==> src/rtl/ibpu_pkg.sv <==
// Shared types and constants for the indexed bitmap pixel unpacker.
package ibpu_pkg;

   // Configuration port
   localparam int CSR_INDEX_W = 2;
   localparam int CFG_W       = 13;
   localparam int DIM_CODE_MAX = 8191;

   localparam logic [CSR_INDEX_W-1:0] CSR_DEPTH_MODE   = 2'd0;
   localparam logic [CSR_INDEX_W-1:0] CSR_IMAGE_WIDTH  = 2'd1;
   localparam logic [CSR_INDEX_W-1:0] CSR_IMAGE_HEIGHT = 2'd2;

   // Pixel depth codes
   localparam logic [1:0] MODE_1BPP = 2'd0;
   localparam logic [1:0] MODE_4BPP = 2'd1;
   localparam logic [1:0] MODE_8BPP = 2'd2;

   localparam logic [1:0]       DEPTH_MODE_RESET = MODE_8BPP;
   localparam logic [CFG_W-1:0] DIM_RESET        = 13'd1;

   // Item opcodes
   localparam logic OPCODE_PALETTE = 1'b0;
   localparam logic OPCODE_DATA    = 1'b1;

   localparam int BYTE_W  = 8;
   localparam int COLOR_W = 24;
   localparam int COORD_W = 12;

   // Result queue
   localparam int QUEUE_DEPTH = 4;
   localparam int QUEUE_PTR_W = 2;
   localparam int QUEUE_CNT_W = 3;

   typedef struct packed {
      logic              opcode;
      logic [BYTE_W-1:0] palette_index;
      logic [BYTE_W-1:0] palette_red;
      logic [BYTE_W-1:0] palette_green;
      logic [BYTE_W-1:0] palette_blue;
      logic [BYTE_W-1:0] data_byte;
   } req_item_type;

   typedef struct packed {
      logic [COORD_W-1:0] pixel_column;
      logic [COORD_W-1:0] pixel_row;
      logic [BYTE_W-1:0]  red_out;
      logic [BYTE_W-1:0]  green_out;
      logic [BYTE_W-1:0]  blue_out;
      logic               last_of_byte;
      logic               image_done;
   } rsp_item_type;

   // Palette port command
   typedef struct packed {
      logic               wr_en;
      logic               rd_en;
      logic [BYTE_W-1:0]  addr;
      logic [COLOR_W-1:0] wdata;
   } pal_req_type;

endpackage

==> src/rtl/ibpu_rsp_queue.sv <==
// Small result queue that decouples pixel issue from the result channel.
module ibpu_rsp_queue
   import ibpu_pkg::*;
(
   input  logic                   clock,
   input  logic                   reset,
   input  logic                   push,
   input  rsp_item_type           push_item,
   input  logic                   rsp_stall,
   output logic                   rsp_valid,
   output rsp_item_type           rsp_item,
   output logic [QUEUE_CNT_W-1:0] count
);

   rsp_item_type entry_ff [QUEUE_DEPTH];

   logic [QUEUE_PTR_W-1:0] head_ff, head_in;
   logic [QUEUE_PTR_W-1:0] tail_ff, tail_in;
   logic [QUEUE_CNT_W-1:0] count_ff, count_in;
   logic                   pop;

   assign rsp_valid = (count_ff != '0);
   assign rsp_item  = entry_ff[head_ff];
   assign pop       = rsp_valid && !rsp_stall;
   assign count     = count_ff;

   always_comb begin
      head_in  = pop  ? head_ff + 1'b1 : head_ff;
      tail_in  = push ? tail_ff + 1'b1 : tail_ff;
      count_in = count_ff;
      if (push && !pop) begin
         count_in = count_ff + 1'b1;
      end else if (pop && !push) begin
         count_in = count_ff - 1'b1;
      end
   end

   always_ff @(posedge clock) begin
      if (reset) begin
         head_ff  <= '0;
         tail_ff  <= '0;
         count_ff <= '0;
      end else begin
         head_ff  <= head_in;
         tail_ff  <= tail_in;
         count_ff <= count_in;
      end
   end

   always_ff @(posedge clock) begin
      if (push) begin
         entry_ff[tail_ff] <= push_item;
      end
   end

endmodule

==> config.mk <==
export PLATFORM = sky130hd
export DESIGN_NAME = ibpu_rsp_queue
export DESIGN_NICKNAME = d
export VERILOG_FILES = /design/src/rtl/ibpu_pkg.sv /design/src/rtl/ibpu_rsp_queue.sv
export SDC_FILE = /design/constraint.sdc
export NUM_CORES = 1
export LEC_CHECK = 0
export ABC_AREA = 0
export BUFFER_PORTS_ARGS = -buffer_cell sky130_fd_sc_hd__buf_4
export CAP_MARGIN = 20
export CORE_ASPECT_RATIO = 0.5
export CORE_UTILIZATION = 52
export DETAILED_ROUTE_END_ITERATION = 12
export PLACE_DENSITY_LB_ADDON = 0.05
export SYNTH_ARGS = -nofsm -noshare
export SYNTH_HDL_FRONTEND = slang
export SYNTH_SLANG_ARGS = --single-unit
==> constraint.sdc <==
create_clock -name clock -period 2.8 [get_ports clock]
set_input_delay 0 -clock clock [delete_from_list [all_inputs] [get_ports clock]]
set_output_delay 0 -clock clock [all_outputs]
set_load 0.02 [all_outputs]
==> flow_summary.yaml <==
final_layout:
  nNetsFinal: 545
  diodes: 0
  stdcell_area_mm2: 0.00986
  drive_gt1_share_pct: 39.6
  utilization_pct: 68.1
  syn_to_final_growth_pct: 27.8
  instances_no_fill: 691
drt:
  wl_met3_um: 592
  first_iter_violations: 197
  drc: 0
  via_count: 3642
  top_layer: "met4"
  first_pass_iters: 4
  wl_met1_um: 5760
  avgViaCountPerCell: 5.27
  wl_met2_um: 6790
  final_antenna_net_count: 0
  avgRoutedWirePerCell_um: 19.3
  wl_um: 13400
timing:
  min_period_ps: 2290
  setup_viol: 0
  rsz0062_at_grt: "no"
  max_freq_mhz: 437
  drv_slew: 0
  finalCritPeriodShare_pct: 81.7
  finalSetupTns_ps: 0
  slew_headroom_pct: 66.3
  worst_pin_slew_ps: 505
  finalHoldViolCount: 0
  finalClockSkew_ps: 8.99
die:
  start_util_pct: 53.3
  die_width_um: 174
  dieArea_mm2: 0.0154
  coreArea_mm2: 0.0145
  fp.dieH_um: 88.1
  ios: 108
  std_cell_rows: 31
synthesis:
  ys_ff_latch: 209
  yosys.cell_types.count: 22
  yosys_warnings: 0
  synthCells: 308
  seq_area_frac_synth_pct: 80.2
  synth_area_per_cell_um2: 25.0
  synth.net_count: 368
  syn_area_mm2: 0.00771
worst_setup_path:
  crit_path_max_fanout: 6
  crit_path_end: "count[2]"
  crit_arrival_ps: 2680
  crit_path_start_kind: "flop"
  r2r_end: "count[2]"
  cp-startpoint: "count[1]"
  reg2reg_from: "count[1]"
  end_kind: "flop"
  critPathKind: "flop to flop"
  rr_worst_depth: 8
  ff2ff_setup_slack_ps: 510
  cp_data_required_time_ps: 3200
global_routing:
  grt.total_usage_pct: 17.9
  antenna_found_initial: 0
  grt_pass1_vias: 3864
  grt-ovfl-total: 0
  grt_first_pass_wirelength_um: 20400
  grt_max_degree: 35
clock_network:
  clkLatencyLatePin_ps: 480
  path_clk_slew_ps: 70
  cts_resized: 0
  numCtsBuffers: 19
  ctsHtreeMaxLevel: 1
  cts_tree: "yes"
  clk_root_buffer_cell: "clkbuf_16"
  clk_path_buf_depth: 3
  clkSinkCount: 209
  post_cts_buffers: 0
pwr:
  power_leakage_nw: 3.37
  ir_drop_mv: 0.540
  powerDensity_mw_per_mm2: 797
  power_w: 0.00786
placement:
  dpl.cell_count: 608
  port_buffers: 107
  dpl.hpwl_um: 8010
  post_dp_cell_area_mm2: 0.00876
  place_congestion: 0.727
run_status:
  outcome: "finished clean"
hold_path:
  hold_class: "input port to flop"
job:
  cap_violations: 0
==> kinds of logic after synthesis <==
kind of cell | synth area share, %
xor+xnor | 0.341
simple gates | 0.990
fa+ha+maj | 1.07
compound gates | 0.454
mux | 14.9
buf+inv | 2.06
flops | 80.2
==> sequential cells by signal, indices dropped and copies added, names as in the netlist, named ones only <==
register,flops
entry_ff,200
count,3
head_ff,2
tail_ff,2
==> timing repair <==
action | CTS | global route
setup endpoints to repair | 0 | 0
hold endpoints to repair | 209 | 0
hold buffers | 54 | 0
==> stage by stage <==
| stage | hold slack (ps) | setup WS (ps) |
|---|---|---|
| 6_report | 270 | 514 |
| 5_1_grt | 261 | 330 |
| 4_1_cts | 247 | 504 |
| 3_5_place_dp | 204 | 554 |
| 3_3_place_gp | 198 | 662 |
| 2_1_floorplan | 98.9 | 652 |
==> worst min-delay path by stage <==
| stage | from | to | slack, ps | depth (start not counted) |
|---|---|---|---|---|
| 5_1_grt | push_item[15] | entry_ff[0][15] | 260 | 2 |
| 2_1_floorplan | push_item[0] | entry_ff[0][0] | 100 | 0 |
| 3_5_place_dp | push_item[7] | entry_ff[0][7] | 200 | 1 |
| 6_report | push_item[29] | entry_ff[2][29] | 270 | 2 |
| 3_3_place_gp | push_item[5] | entry_ff[3][5] | 200 | 1 |
| 4_1_cts | push_item[34] | entry_ff[3][34] | 250 | 2 |
==> synthesized netlist by cell type <==
cell type | instances | area share (%)
or2_2 | 1 | 0.081
nor3_1 | 1 | 0.065
o21ai_0 | 3 | 0.19
buf_12 | 5 | 1.3
buf_6 | 1 | 0.15
fa_1 | 1 | 0.26
a21oi_1 | 4 | 0.26
buf_1 | 1 | 0.049
mux2i_1 | 2 | 0.26
mux4_2 | 50 | 15
xnor2_1 | 1 | 0.11
clkbuf_1 | 1 | 0.049
xor2_1 | 2 | 0.23
buf_2 | 5 | 0.32
edfxtp_1 | 200 | 78
dfxtp_1 | 9 | 2.3
inv_1 | 4 | 0.19
ha_1 | 5 | 0.81
nor2_1 | 4 | 0.19
nand2b_1 | 1 | 0.081
and2_1 | 4 | 0.32
or3_1 | 3 | 0.24
==> worst max-delay path, cell delays in order, from the launching register on <==
cell,delay [ps]
dfxtp_1,360
nor3_1,430
or2_2,200
ha_1,170
inv_1,70
fa_1,370
xor2_1,180
or3_1,310
a21oi_1,140
==> report_power, final <==
part	internal [W]	switching (W)
clock network	0.00133	0.00103
registers	0.00361	0.000117
logic	0.000905	0.000862
==> per-layer routing <==
layer,vias up,track usage (%)
li1,1644,-
met1,1888,23.3
met2,89,31.3
met3,21,3.82
met4,0,4.78
met5,-,0
==> cell type report <==
class	count	area [um^2]
Sequential cell	209	6190
Inverter	4	15.0
Clock inverter	7	65.1
Tap cell	198	248
Clock buffer	22	487
Timing Repair Buffer	169	1480
Multi-Input combinational cell	82	1370
Fill cell	924	4610
==> layout by cell type (no fill, tap or decap) <==
| cell type | n |
|---|---|
| clkinv_1 | 3 |
| o21ai_0 | 3 |
| or2_2 | 1 |
| fa_1 | 1 |
| mux4_2 | 50 |
| a21oi_1 | 4 |
| ha_1 | 5 |
| mux2i_1 | 2 |
| dlygate4sd3_1 | 54 |
| and2_2 | 4 |
| nor2_1 | 4 |
| nand2b_1 | 1 |
| dfxtp_1 | 7 |
| clkbuf_16 | 19 |
| inv_1 | 4 |
| clkinvlp_4 | 1 |
| buf_4 | 109 |
| nor3_1 | 1 |
| clkbuf_1 | 3 |
| xnor2_1 | 1 |
| xor2_1 | 2 |
| buf_12 | 6 |
| or3_1 | 3 |
| inv_8 | 1 |
| edfxtp_1 | 200 |
| clkinv_2 | 1 |
| dfxtp_2 | 1 |
| bufinv_16 | 1 |
| dfxtp_4 | 1 |
Power figures use the tool's default switching activity.
